===== src/sv/mocap_frame_body_extractor_macros.svh =====
// Assertion helpers for the frame body extractor.
`ifndef MOCAP_FRAME_BODY_EXTRACTOR_MACROS_SVH
`define MOCAP_FRAME_BODY_EXTRACTOR_MACROS_SVH

// Same-cycle implication, sampled on clk, off while arst_n is low.
`define MFBE_ASSERT_IMP(lbl, ante, cons, msg) \
	lbl: assert property (@(posedge clk) disable iff (!arst_n) (ante) |-> (cons)) \
		else $error(msg);

// Next-cycle implication.
`define MFBE_ASSERT_NXT(lbl, ante, cons, msg) \
	lbl: assert property (@(posedge clk) disable iff (!arst_n) (ante) |=> (cons)) \
		else $error(msg);

`endif


===== src/sv/mfbe_pkg.sv =====
package mfbe_pkg;

	localparam int          MAX_BODIES_DEF = 128;
	localparam logic [15:0] FRAME_MSG_ID   = 16'd7;
	localparam logic [31:0] MARKER_BYTES   = 32'd12;
	localparam int          BODY_WORDS     = 8;
	localparam int          BW_IDX_W       = $clog2(BODY_WORDS);
	localparam int          POSE_WORDS     = 7;
	localparam int          FIFO_DEPTH     = 4;
	localparam logic [31:0] TARGET_RESET   = 32'd1;
	localparam int          REG_IDX_W      = 1;
	localparam logic [REG_IDX_W-1:0] REG_TARGET = 1'b0;

	typedef enum logic [3:0] {
		PH_MSGID  = 4'd0,
		PH_NBYTES = 4'd1,
		PH_FRAME  = 4'd2,
		PH_NSETS  = 4'd3,
		PH_NAME   = 4'd4,
		PH_NMARK  = 4'd5,
		PH_MARK   = 4'd6,
		PH_NOTHER = 4'd7,
		PH_OTHER  = 4'd8,
		PH_NBODY  = 4'd9,
		PH_BODY   = 4'd10,
		PH_IDLE   = 4'd11
	} phase_t;

	typedef enum logic [1:0] {
		KIND_FRAME    = 2'd0,
		KIND_POSE     = 2'd1,
		KIND_OVERFLOW = 2'd2
	} kind_t;

	typedef struct packed {
		logic [7:0] data_byte;
		logic       packet_start;
	} item_t;

	typedef struct packed {
		logic [1:0]         result_kind;
		logic signed [31:0] frame_count;
		logic [31:0]        pos_x;
		logic [31:0]        pos_y;
		logic [31:0]        pos_z;
		logic [31:0]        quat_w;
		logic [31:0]        quat_x;
		logic [31:0]        quat_y;
		logic [31:0]        quat_z;
	} result_t;

	// raw body words p1 p2 p3 q1 q2 q3 q4, zero for non-pose records
	typedef struct packed {
		kind_t                             kind;
		logic [31:0]                       frame;
		logic [POSE_WORDS-1:0][31:0]       words;
	} rec_t;

endpackage


===== src/sv/mfbe_parser.sv =====
`include "mocap_frame_body_extractor_macros.svh"

module mfbe_parser #(
	parameter int MAX_BODIES = mfbe_pkg::MAX_BODIES_DEF
) (
	input  logic                 clk,
	input  logic                 arst_n,
	input  logic                 take,
	input  mfbe_pkg::item_t      item,
	input  logic signed [31:0]   target_body_id,
	output logic                 rec_push,
	output mfbe_pkg::rec_t       rec
);
	import mfbe_pkg::*;

	localparam int BCW = $clog2(MAX_BODIES + 1);

	phase_t           phase_q, phase_d, phase;
	logic [1:0]       biw_q, biw_d, biw;
	logic [31:0]      wa_q, wa_d;
	logic [15:0]      msg_kind_q, msg_kind_d;
	logic [31:0]      frame_q, frame_d;
	logic [31:0]      set_cnt_q, set_cnt_d, set_dec;
	logic [31:0]      item_cnt_q, item_cnt_d, item_dec;
	logic [BCW-1:0]   body_left_q, body_left_d, body_dec;
	logic [31:0]      body_words_q [BODY_WORDS];
	logic             bw_we;
	logic [BW_IDX_W-1:0] bw_idx;
	logic [31:0]      asm_w, wa_inc;
	logic             col_done, asm_pos;
	logic [1:0]       biw_col;
	logic [7:0]       b;

	always_comb begin
		b       = item.data_byte;
		phase   = (item.packet_start) ? PH_MSGID : phase_q;
		biw     = (item.packet_start) ? 2'd0 : biw_q;
		asm_w   = ((biw == 2'd0) ? 32'd0 : wa_q) | (32'(b) << {biw, 3'b000});
		col_done = (phase == PH_MSGID || phase == PH_NBYTES) ? (biw != 2'd0)
		                                                     : (biw == 2'd3);
		biw_col = col_done ? 2'd0 : biw + 2'd1;
		asm_pos = (asm_w != 32'd0) && !asm_w[31];
		wa_inc  = wa_q + 32'd1;
		set_dec = (set_cnt_q != 32'd0) ? set_cnt_q - 32'd1 : set_cnt_q;
		item_dec = item_cnt_q - 32'd1;
		body_dec = body_left_q - BCW'(1);

		phase_d     = phase_q;
		biw_d       = biw_q;
		wa_d        = wa_q;
		msg_kind_d  = msg_kind_q;
		frame_d     = frame_q;
		set_cnt_d   = set_cnt_q;
		item_cnt_d  = item_cnt_q;
		body_left_d = body_left_q;
		bw_we       = 1'b0;
		bw_idx      = set_cnt_q[BW_IDX_W-1:0];
		rec_push    = 1'b0;
		rec.kind    = KIND_FRAME;
		rec.frame   = frame_q;
		rec.words   = '0;

		if (take) begin
			phase_d = phase;
			biw_d   = biw;
			unique case (phase)
				PH_MSGID: begin
					wa_d  = asm_w;
					biw_d = biw_col;
					if (col_done) begin
						msg_kind_d = asm_w[15:0];
						phase_d    = PH_NBYTES;
					end
				end
				PH_NBYTES: begin
					wa_d  = asm_w;
					biw_d = biw_col;
					if (col_done)
						phase_d = (msg_kind_q == FRAME_MSG_ID) ? PH_FRAME : PH_IDLE;
				end
				PH_FRAME: begin
					wa_d  = asm_w;
					biw_d = biw_col;
					if (col_done) begin
						frame_d   = asm_w;
						phase_d   = PH_NSETS;
						rec_push  = 1'b1;
						rec.kind  = KIND_FRAME;
						rec.frame = asm_w;
					end
				end
				PH_NSETS: begin
					wa_d  = asm_w;
					biw_d = biw_col;
					if (col_done) begin
						if (asm_pos) begin
							set_cnt_d = asm_w;
							phase_d   = PH_NAME;
						end else begin
							phase_d = PH_NOTHER;
						end
					end
				end
				PH_NAME: begin
					if (b == 8'd0) begin
						biw_d   = 2'd0;
						phase_d = PH_NMARK;
					end
				end
				PH_NMARK: begin
					wa_d  = asm_w;
					biw_d = biw_col;
					if (col_done) begin
						if (asm_pos) begin
							item_cnt_d = asm_w;
							wa_d       = 32'd0;
							phase_d    = PH_MARK;
						end else begin
							set_cnt_d = set_dec;
							phase_d   = (set_dec != 32'd0) ? PH_NAME : PH_NOTHER;
						end
					end
				end
				PH_MARK, PH_OTHER: begin
					wa_d = wa_inc;
					if (wa_inc >= MARKER_BYTES) begin
						wa_d       = 32'd0;
						item_cnt_d = item_dec;
						if (item_dec == 32'd0) begin
							if (phase == PH_MARK) begin
								set_cnt_d = set_dec;
								phase_d   = (set_dec != 32'd0) ? PH_NAME : PH_NOTHER;
							end else begin
								phase_d = PH_NBODY;
							end
						end
					end
				end
				PH_NOTHER: begin
					wa_d  = asm_w;
					biw_d = biw_col;
					if (col_done) begin
						if (asm_pos) begin
							item_cnt_d = asm_w;
							wa_d       = 32'd0;
							phase_d    = PH_OTHER;
						end else begin
							phase_d = PH_NBODY;
						end
					end
				end
				PH_NBODY: begin
					wa_d  = asm_w;
					biw_d = biw_col;
					if (col_done) begin
						if (!asm_pos) begin
							phase_d = PH_IDLE;
						end else if (asm_w > 32'(MAX_BODIES)) begin
							phase_d  = PH_IDLE;
							rec_push = 1'b1;
							rec.kind = KIND_OVERFLOW;
						end else begin
							body_left_d = asm_w[BCW-1:0];
							set_cnt_d   = 32'd0;
							phase_d     = PH_BODY;
						end
					end
				end
				PH_BODY: begin
					wa_d  = asm_w;
					biw_d = biw_col;
					if (col_done) begin
						bw_we     = 1'b1;
						set_cnt_d = set_cnt_q + 32'd1;
						if (set_cnt_q[BW_IDX_W-1:0] == BW_IDX_W'(BODY_WORDS - 1)) begin
							set_cnt_d   = 32'd0;
							body_left_d = body_dec;
							if (body_dec == '0)
								phase_d = PH_IDLE;
							if (body_words_q[0] == $unsigned(target_body_id)) begin
								rec_push  = 1'b1;
								rec.kind  = KIND_POSE;
								rec.words = {asm_w, body_words_q[6], body_words_q[5],
								             body_words_q[4], body_words_q[3],
								             body_words_q[2], body_words_q[1]};
							end
						end
					end
				end
				default: begin
				end
			endcase
		end
	end

	always_ff @(posedge clk or negedge arst_n) begin
		if (!arst_n) begin
			phase_q     <= PH_MSGID;
			biw_q       <= 2'd0;
			wa_q        <= 32'd0;
			msg_kind_q  <= 16'd0;
			frame_q     <= 32'd0;
			set_cnt_q   <= 32'd0;
			item_cnt_q  <= 32'd0;
			body_left_q <= '0;
		end else begin
			phase_q     <= phase_d;
			biw_q       <= biw_d;
			wa_q        <= wa_d;
			msg_kind_q  <= msg_kind_d;
			frame_q     <= frame_d;
			set_cnt_q   <= set_cnt_d;
			item_cnt_q  <= item_cnt_d;
			body_left_q <= body_left_d;
		end
	end

	always_ff @(posedge clk) begin
		if (bw_we)
			body_words_q[bw_idx] <= asm_w;
	end

	`MFBE_ASSERT_IMP(a_push_on_take, rec_push, take, "record without accepted byte")
	`MFBE_ASSERT_NXT(a_restart, take && item.packet_start,
		phase_q == PH_MSGID && biw_q == 2'd1, "packet start did not restart parse")
	`MFBE_ASSERT_IMP(a_mark_aligned, phase_q == PH_MARK || phase_q == PH_OTHER,
		biw_q == 2'd0, "marker skip entered mid-word")

endmodule


===== src/sv/mfbe_fifo.sv =====
`include "mocap_frame_body_extractor_macros.svh"

module mfbe_fifo (
	input  logic            clk,
	input  logic            arst_n,
	input  logic            push,
	input  mfbe_pkg::rec_t  wr_rec,
	output logic            full,
	input  logic            pop,
	output logic            fifo_empty,
	output mfbe_pkg::rec_t  rd_rec
);
	import mfbe_pkg::*;

	localparam int PTR_W = $clog2(FIFO_DEPTH);
	localparam int CNT_W = $clog2(FIFO_DEPTH + 1);

	rec_t             mem_q [FIFO_DEPTH];
	logic [PTR_W-1:0] wr_ptr_q, rd_ptr_q;
	logic [CNT_W-1:0] count_q;
	logic             push_en, pop_en;

	assign full       = (count_q == CNT_W'(FIFO_DEPTH));
	assign fifo_empty = (count_q == '0);
	assign push_en    = push && !full;
	assign pop_en     = pop && !fifo_empty;
	assign rd_rec     = mem_q[rd_ptr_q];

	always_ff @(posedge clk or negedge arst_n) begin
		if (!arst_n) begin
			wr_ptr_q <= '0;
			rd_ptr_q <= '0;
			count_q  <= '0;
		end else begin
			if (push_en)
				wr_ptr_q <= (wr_ptr_q == PTR_W'(FIFO_DEPTH - 1)) ? '0 : wr_ptr_q + PTR_W'(1);
			if (pop_en)
				rd_ptr_q <= (rd_ptr_q == PTR_W'(FIFO_DEPTH - 1)) ? '0 : rd_ptr_q + PTR_W'(1);
			if (push_en && !pop_en)
				count_q <= count_q + CNT_W'(1);
			else if (pop_en && !push_en)
				count_q <= count_q - CNT_W'(1);
		end
	end

	always_ff @(posedge clk) begin
		if (push_en)
			mem_q[wr_ptr_q] <= wr_rec;
	end

	`MFBE_ASSERT_IMP(a_cnt_bound, 1'b1, count_q <= CNT_W'(FIFO_DEPTH), "queue overfilled")
	`MFBE_ASSERT_NXT(a_cnt_up, push_en && !pop_en,
		count_q == $past(count_q) + CNT_W'(1), "push lost")
	`MFBE_ASSERT_NXT(a_cnt_dn, pop_en && !push_en,
		count_q == $past(count_q) - CNT_W'(1), "pop lost")

endmodule


===== src/sv/mfbe_back.sv =====
module mfbe_back (
	input  logic              clk,
	input  logic              arst_n,
	input  logic              fifo_empty,
	input  mfbe_pkg::rec_t    rd_rec,
	output logic              fifo_pop,
	input  logic              pop,
	output logic              empty,
	output mfbe_pkg::result_t result
);
	import mfbe_pkg::*;

	logic    valid_q;
	result_t out_q, fmt;

	always_comb begin
		fmt.result_kind = rd_rec.kind;
		fmt.frame_count = rd_rec.frame;
		fmt.pos_x       = rd_rec.words[2];
		fmt.pos_y       = rd_rec.words[0];
		fmt.pos_z       = rd_rec.words[1];
		fmt.quat_w      = rd_rec.words[6];
		fmt.quat_x      = rd_rec.words[3];
		fmt.quat_y      = rd_rec.words[5];
		fmt.quat_z      = rd_rec.words[4];
		// z axis flips sign, only meaningful for poses
		if (rd_rec.kind == KIND_POSE)
			fmt.pos_z = rd_rec.words[1] ^ 32'h8000_0000;
	end

	assign fifo_pop = !fifo_empty && (!valid_q || pop);
	assign empty    = !valid_q;
	assign result   = out_q;

	always_ff @(posedge clk or negedge arst_n) begin
		if (!arst_n) begin
			valid_q <= 1'b0;
		end else if (fifo_pop) begin
			valid_q <= 1'b1;
		end else if (pop) begin
			valid_q <= 1'b0;
		end
	end

	always_ff @(posedge clk) begin
		if (fifo_pop)
			out_q <= fmt;
	end

endmodule


===== src/sv/mocap_frame_body_extractor.sv =====
// Motion-capture frame parser: takes one packet byte per cycle (push while
// full is low, packet_start on the first byte) and reports the frame number,
// the pose of the rigid body whose id matches target_body_id, or a
// too-many-bodies error. A byte is parsed in the cycle it is accepted; any
// result enters a 4-entry queue and then the output register, and only then
// shows on result. Bytes flow at one per cycle as long as results are popped;
// full rises only when the result queue holds four entries.
module mocap_frame_body_extractor #(
	parameter int MAX_BODIES = mfbe_pkg::MAX_BODIES_DEF
) (
	input  logic                          clk,
	input  logic                          arst_n,
	input  logic                          push,
	output logic                          full,
	input  mfbe_pkg::item_t               item,
	output logic                          empty,
	input  logic                          pop,
	output mfbe_pkg::result_t             result,
	input  logic                          psel,
	input  logic                          penable,
	input  logic                          pwrite,
	input  logic [mfbe_pkg::REG_IDX_W+1:0] paddr,
	input  logic [31:0]                   pwdata,
	output logic [31:0]                   prdata,
	output logic                          pready
);
	import mfbe_pkg::*;

	logic signed [31:0] target_q;
	logic               take, rec_push, fifo_empty, fifo_pop;
	rec_t               rec, rd_rec;
	logic [REG_IDX_W-1:0] reg_idx;

	assign reg_idx = paddr[REG_IDX_W+1:2];
	assign pready  = 1'b1;
	assign prdata  = (reg_idx == REG_TARGET) ? target_q : 32'd0;
	assign take    = push && !full;

	always_ff @(posedge clk or negedge arst_n) begin
		if (!arst_n) begin
			target_q <= TARGET_RESET;
		end else if (psel && penable && pwrite && reg_idx == REG_TARGET) begin
			target_q <= pwdata;
		end
	end

	mfbe_parser #(
		.MAX_BODIES(MAX_BODIES)
	) u_parser (
		.clk           (clk),
		.arst_n        (arst_n),
		.take          (take),
		.item          (item),
		.target_body_id(target_q),
		.rec_push      (rec_push),
		.rec           (rec)
	);

	mfbe_fifo u_fifo (
		.clk       (clk),
		.arst_n    (arst_n),
		.push      (rec_push),
		.wr_rec    (rec),
		.full      (full),
		.pop       (fifo_pop),
		.fifo_empty(fifo_empty),
		.rd_rec    (rd_rec)
	);

	mfbe_back u_back (
		.clk       (clk),
		.arst_n    (arst_n),
		.fifo_empty(fifo_empty),
		.rd_rec    (rd_rec),
		.fifo_pop  (fifo_pop),
		.pop       (pop),
		.empty     (empty),
		.result    (result)
	);

endmodule


===== config.mk =====
export PLATFORM = sky130hd
export DESIGN_NAME = mocap_frame_body_extractor
export DESIGN_NICKNAME = d
export VERILOG_FILES = /design/src/sv/mfbe_pkg.sv /design/src/sv/mfbe_parser.sv /design/src/sv/mfbe_fifo.sv /design/src/sv/mfbe_back.sv /design/src/sv/mocap_frame_body_extractor.sv
export VERILOG_INCLUDE_DIRS = /design/src /design/src/sv
export SDC_FILE = /design/constraint.sdc
export NUM_CORES = 2
export LEC_CHECK = 0
export BUFFER_PORTS_ARGS = -buffer_cell sky130_fd_sc_hd__buf_2
export CORE_ASPECT_RATIO = 0.5
export CORE_MARGIN = 8
export CORE_UTILIZATION = 27
export CTS_CLUSTER_DIAMETER = 100
export DETAILED_ROUTE_END_ITERATION = 7
export PLACE_DENSITY = 0.49
export SETUP_SLACK_MARGIN = 0.2
export SLEW_MARGIN = 20
export SYNTH_ARGS = -nofsm -noshare
export SYNTH_HDL_FRONTEND = slang
export SYNTH_SLANG_ARGS = --single-unit

===== constraint.sdc =====
create_clock -name clk -period 17.85 [get_ports clk]
set_input_delay 0.8925 -clock clk [delete_from_list [all_inputs] [get_ports clk]]
set_output_delay 0.8925 -clock clk [all_outputs]
set_load 0.005 [all_outputs]

# Word level (Yosys, flattened, before mapping)
# Memories as Yosys holds them, arrays and structs flattened.
# Index checks and enable logic that the tools add are counted.
dict set report totals {
  regBits 456
  ramBits 1288
  output_inout_bits 293
  memories 2
}
dict set report op_classes {
  add_sub_neg 10
  magnitude_cmp 2
  eq_ne 32
  shift 1
  mux 92
  n_bitwise 3
  reduce_logical 44
}
# name depth width rd rd_clocked_by_memory_dff wr line
set memory_table {}
lappend memory_table {u_fifo.mem_q 4 258 1 0 1 mfbe_fifo.sv:18} ;# rec_t mem_q [FIFO_DEPTH];
lappend memory_table {u_parser.body_words_q 8 32 7 0 1 mfbe_parser.sv:26} ;# logic [31:0] body_words_q [BODY_WORDS];
# op count
set ops {}
lappend ops {{224-bit two-way mux} 4}
lappend ops {{32-bit two-way mux} 22}
lappend ops {{258-bit two-way mux} 1}
lappend ops {{32-bit case mux with 5 select lines} 1}
lappend ops {{32-bit case mux with 3 select lines} 1}
lappend ops {{32-bit nonzero test} 3}
lappend ops {{4-bit two-way mux} 17}
lappend ops {{32-bit by 1-bit adder with 32-bit output, second input constant} 2}
lappend ops {{32-bit case mux with 2 select lines} 1}
lappend ops {{32-bit by 1-bit subtractor with 32-bit output, second input constant} 2}
lappend ops {{8-bit two-way mux} 5}
lappend ops {{4-bit case mux with 10 select lines} 1}
lappend ops {{32-bit == test} 1}
lappend ops {{32-bit by 4-bit greater-or-equal comparator with 1-bit output, second input constant} 1}
lappend ops {{32-bit by 8-bit > comparator with 1-bit output, second input constant} 1}
lappend ops {{32-bit zero test} 1}
lappend ops {{32-bit OR} 1}
lappend ops {{8-bit by 5-bit << shifter with 32-bit output} 1}
lappend ops {{2-bit two-way mux} 12}
lappend ops {{2-bit by 1-bit != test with 1-bit output, second input constant} 12}
lappend ops {{1-bit two-way mux} 21}
lappend ops {{16-bit by 3-bit == test with 1-bit output, second input constant} 1}
lappend ops {{4-bit by 3-bit == test with 1-bit output, second input constant} 4}
lappend ops {{8-bit zero test} 2}
lappend ops {{other kinds (34)} 66}

# Logic depth before layout (Yosys ltp)
dict set report depth {
  word_depth 15
  ltp_mapped 18
  mapped_depth_nobuf 16
}

# By module
# A second synthesis with hierarchy kept.
dict set report unflattened {
  cells_unflattened 3792
  hier_area_um2 66929.2
}
# mod n_inst cells_each area_per_inst_um2 seq_area_each_um2
set by_module_without_submodules {}
lappend by_module_without_submodules {mfbe_fifo 1 1385 37663.6 31164.9}
lappend by_module_without_submodules {mfbe_parser 1 2036 19884.1 10680.2}
lappend by_module_without_submodules {mfbe_back 1 265 7820.0 7772.5}
lappend by_module_without_submodules {mocap_frame_body_extractor 1 106 1561.5 802.0}

# Worst setup path before layout
# OpenSTA, ideal clock, no wires.
dict set report synth_timing {
  path_type {input port to flip-flop}
  startpoint {input pop}
  endpoint {register u_fifo.count_q[1]}
  setup_time_ns 0.125
  arrival_time_ns 15.224
  t_required_ns 17.725
  setup_slack_ns 2.502
  path_stages 7
  n_path_buf 0
  path_cell_list {inv_1 > a21oi_1 > inv_1 > ha_1 > inv_1 > fa_1 > mux2_2}
}
dict set report synth_via {
  elab_chain_len 6
  elab_cells_between_ends 8
}
# item line
set synth_rtl {}
lappend synth_rtl {{start, declared} mocap_frame_body_extractor.sv:17} ;# input logic pop,
lappend synth_rtl {{1-bit logical OR *} mfbe_back.sv:31} ;# assign fifo_pop = !fifo_empty && (!valid_q || pop);
lappend synth_rtl {{1-bit logical AND *} mfbe_back.sv:31}
lappend synth_rtl {{net fifo_pop} mocap_frame_body_extractor.sv:30} ;# logic take, rec_push, fifo_empty, fifo_pop;
lappend synth_rtl {{1-bit logical AND *} mfbe_fifo.sv:26} ;# assign pop_en = pop && !fifo_empty;
lappend synth_rtl {{1-bit zero test} mfbe_fifo.sv:39} ;# if (push_en && !pop_en)
lappend synth_rtl {{1-bit logical AND} mfbe_fifo.sv:39}
lappend synth_rtl {{3-bit two-way mux / 2-bit nonzero test (equally long branches)} --}
lappend synth_rtl {{end signal, assigned} mfbe_fifo.sv:40} ;# count_q <= count_q + CNT_W'(1);
lappend synth_rtl {{end signal, assigned} mfbe_fifo.sv:42} ;# count_q <= count_q - CNT_W'(1);
lappend synth_rtl {{end, declared} mfbe_fifo.sv:20} ;# logic [CNT_W-1:0] count_q;
# Mark *: on every way through the listed nets, which the timed path passes. The rest lies on a longest branch.
# A chain may end at the register's enable or synchronous reset.

# Final worst setup path
dict set report layout_timing {
  startpoint {register u_parser.biw_q[0]}
  endpoint {memory u_fifo.mem_q[3][175] in the netlist's numbering, enable pin}
}
dict set report layout_via {
  elab_chain_len 13
  elab_cells_between_ends 22
}
# item line
set layout_rtl {}
lappend layout_rtl {{start, declared} mfbe_parser.sv:19} ;# logic [1:0] biw_q, biw_d, biw;
lappend layout_rtl {{start signal, assigned} mfbe_parser.sv:208} ;# biw_q <= biw_d;
lappend layout_rtl {{2-bit two-way mux *} mfbe_parser.sv:37} ;# biw = (item.packet_start) ? 2'd0 : biw_q;
lappend layout_rtl {{parallel branches: the longest is 7 deep, another holds 32-bit by 8-bit > comparator with 1-bit output} --}
lappend layout_rtl {{1-bit case mux with 3 select lines *} mfbe_parser.sv:66} ;# unique case (phase)
lappend layout_rtl {{1-bit two-way mux *} mfbe_parser.sv:63} ;# if (take) begin
lappend layout_rtl {{1-bit logical AND *} mfbe_fifo.sv:25} ;# assign push_en = push && !full;
lappend layout_rtl {{net u_fifo.push_en} mfbe_fifo.sv:21} ;# logic push_en, pop_en;
lappend layout_rtl {{1-bit two-way mux *} mfbe_fifo.sv:47} ;# if (push_en)
lappend layout_rtl {{1-bit two-way mux (implied by the code) *} mfbe_fifo.sv:48} ;# mem_q[wr_ptr_q] <= wr_rec;
lappend layout_rtl {{end, declared} mfbe_fifo.sv:18}
# Mark *: on every way through the listed nets, which the timed path passes.

==> run summary <==
Tightest Pin Transition - 1.08 ns
Crit Path Max Fanout - 55
leading area contributor after synthesis - edfxtp_1
Initial Utilization - 27.1%
Util after Layout - 31.8%
Clk pin slew, worst setup/hold paths - 0.06 ns
# DRC - 1
Slew headroom - 27.7%
asr flop ratio synth - 11.6%
f_max - 0.152 GHz
Power Density - 147 nW/um^2
total negative slack - 0 ns
syn nets - 3897
post-synthesis sequential area ratio - 75.2%
DRT iter0 DRCs - 3280
clock latency on the worst-skew pair - 0.81 ns
count of cell types in the netlist - 88
CTS tree - built
Max Slew Vio Count - 0
Psw - 3.53 mW
Worst Setup End Kind - flip-flop
Die ar. - 266000 sq um
crit share post-route - 36.9%
skew final - 0.0654 ns
synthesis-to-layout area growth - 17.0%
P_leak - 25.6 nW
Tmin final - 6.58 ns
initial antenna violation count - 33
clk sinks - 1712
post-CTS setup repair buffer count - 0
Max Cap Violations - 0
HP Class - primary input to asynchronous set/reset pin
RSZ-0062 raised after global routing - no
Post-Syn Area - 67100 sq um
reg2reg start - u_parser.biw_q[0]
violated checks - design-rule violations
Synth top area share - 67.8%
CP Launch Type - flip-flop
net total in the final layout - 4283
root buf cell - clkbuf_16
drt first pass iters - 8
vias in the first global route - 37455
cells after synthesis - 3830
largest net degree at the start of global routing - 171
Crit Path Class - flip-flop to flip-flop
CTS max path bufs - 3
die span in y - 368 um
Internal Power - 7.98 mW
combinational share of power - 22.2%
Yosys warnings - 0
largest cells by area after synthesis - edfxtp_1 (68%), mux4_2 (8.7%), dfrtp_1 (7.3%)
GRT Residual Overflow - 0
Antenna Nets Post-Route - 0
global-route wire length before repair - 267 mm
ratio of cells with drive above 1 in the final layout - 24.5%
DIE WIDTH - 721 um
core area - 247000 sq um
vias per std cell - 4.68
Post-Route WL - 186 mm
Critical Path AT - 6.98 ns
final hold vios - 0
GRT Util Overall - 13.6%
Synth Register Bits - 1712
reg2reg end - u_fifo.mem_q[3][175]
Post-CTS Hold Buffers - 0
Seq pwr share - 46.9%
clock share of power - 30.9%
number of synthesized flops with an enable pin - 1514
top_reg_cell synth - edfxtp_1
synthesized area per cell - 17.5 sq um
worst path required time - 18.25 ns
post_cts resized - 0
Ports - 344
drt wl/cell - 24.1 um
routability cong. - 0.839
R2R setup slack - 11.27 ns
Vias - 36130
PortBufs - 340
Setup-failing EPs final - 0
Reg2Reg Depth - 13
Switching Share - 30.7%
hpwl dp - 108 mm
Rows - 129
CTS Buf Count - 169
VDD IR max - 0.147 mV
htree depth - 4
status - finished, violations left
==> layer usage <==
layer / up-vias / GRT usage, % / part of all wire [%]
li1: 15807 / - / -
met1: 19043 / 17.9 / 42
met2: 1020 / 23.4 / 50
met3: 260 / 2.14 / 5.3
met4: 0 / 3.91 / 2.6
met5: - / 0 / 0
==> kinds of logic (layout without fill, tap and decap cells) <==
| kind of cell | count (synthesis) | in the layout | synth area share [%] |
|---|---|---|---|
| buffers and inverters | 275 | 806 | 1.74 |
| adder cells (fa/ha/maj) | 16 | 16 | 0.310 |
| AND/OR/NAND/NOR | 929 | 929 | 7.51 |
| AO/OA/AOI/OAI | 480 | 480 | 4.28 |
| other | 1 | 12 | 0.00559 |
| multiplexers | 331 | 331 | 9.86 |
| XOR/XNOR | 86 | 86 | 1.12 |
| flip-flops | 1712 | 1712 | 75.2 |
==> cells in the final DEF, fill, tap and decap left out, types with 94 or more instances in the layout <==
| cell | Yosys | layout |
|---|---|---|
| o21ai_0 | 186 | 186 |
| mux4_2 | 258 | 258 |
| and2_1 | 211 | 207 |
| buf_4 | 6 | 94 |
| buf_2 | 14 | 339 |
| dfrtp_1 | 197 | 195 |
| nand2_1 | 178 | 176 |
| nor2_1 | 137 | 131 |
| edfxtp_1 | 1514 | 1514 |
| a21oi_1 | 119 | 111 |
| clkbuf_16 | 0 | 170 |
==> critical path, stage by stage, from the launching register on <==
cell and delay [ns]:
dfrtp_1 0.97, o21ba_2 0.74, o21ai_0 0.58, nand4_1 0.30
nor4_2 0.11, nand2_1 0.07, o211ai_1 0.13, o21ai_0 0.12
nand2_1 0.12, nand2_1 0.28, and2_4 0.19, buf_4 0.73
buf_4 0.89, buf_4 0.83
==> power by group through the flow <==
stage               registers (mW)  logic, mW  clock network, mW
floorplan                     5.27       1.66                  0
global placement              5.49       2.59                  0
detailed placement            5.50       2.61                  0
CTS                           5.42       2.62               3.66
global route                  5.46       2.77               3.80
finish                        5.40       2.55               3.55
==> synthesized netlist by cell type, drive strengths merged (8+ instances only) <==
| cell | instances |
|---|---|
| o22ai | 25 |
| edfxtp | 1514 |
| nor4 | 69 |
| ha | 15 |
| o31ai | 30 |
| a221oi | 8 |
| buf | 56 |
| or3 | 26 |
| xnor2 | 58 |
| a22oi | 9 |
| xor2 | 28 |
| a22o | 9 |
| and2 | 211 |
| and3 | 15 |
| nor2b | 51 |
| mux2i | 13 |
| or4 | 12 |
| o21ai | 199 |
| inv | 52 |
| nand2 | 179 |
| clkbuf | 167 |
| and4 | 10 |
| nand4 | 38 |
| mux2 | 60 |
| mux4 | 258 |
| nor3b | 8 |
| a21oi | 119 |
| nand2b | 12 |
| or2 | 13 |
| nand3 | 61 |
| nor3 | 69 |
| a31oi | 19 |
| dfrtp | 197 |
| nor2 | 137 |
==> flip-flops by register name (all words and copies together), names as in the netlist, 3 cells and up <==
signal	cells
u_fifo.count_q	3
target_q	32
u_parser.msg_kind_q	16
u_parser.frame_q	32
u_parser.phase_q	4
u_back.result	258
u_parser.body_words_q	224
u_parser.wa_q	32
u_parser.body_left_q	8
u_parser.set_cnt_q	32
u_parser.item_cnt_q	32
u_fifo.mem_q	1032
==> area by class of cell <==
class	count	area (sq um)
clock inverters	82	896
inverters	52	195
diodes	11	27.5
flip-flops and latches	1712	50400
clock buffers	234	4620
well taps	3340	4180
fillers	24007	169000
repair buffers	438	2500
multi-input cells	1843	15600
==> worst max-delay path by stage <==
stage,depth (start not counted),endpoint,slack [ns],startpoint
after floorplan,7,u_fifo.count_q[1],2.50,pop
after global placement,14,u_fifo.mem_q[0][180],10.96,item[0]
after detailed placement,14,u_fifo.mem_q[3][162],10.96,item[0]
after CTS,13,u_fifo.mem_q[3][166],11.24,u_parser.biw_q[0]
after global routing,13,u_fifo.mem_q[3][169],10.81,u_parser.biw_q[0]
final,13,u_fifo.mem_q[3][175],11.27,u_parser.biw_q[0]
==> per-stage QoR <==
stage	power [mW]	setup slack (ns)	cells	hold slack, ns	instance area [sq um]
3_3_place_gp	8.07	10.96	7385	0.452	72900
6_report	11.5	11.27	7712	0.181	78500
4_1_cts	11.7	11.24	7701	0.205	78400
3_5_place_dp	8.11	10.96	7385	0.461	72900
5_1_grt	12.0	10.81	7703	0.205	78500
2_1_floorplan	6.93	2.50	3830	0.439	67100
Note: power is estimated with default switching activity, not from simulation.
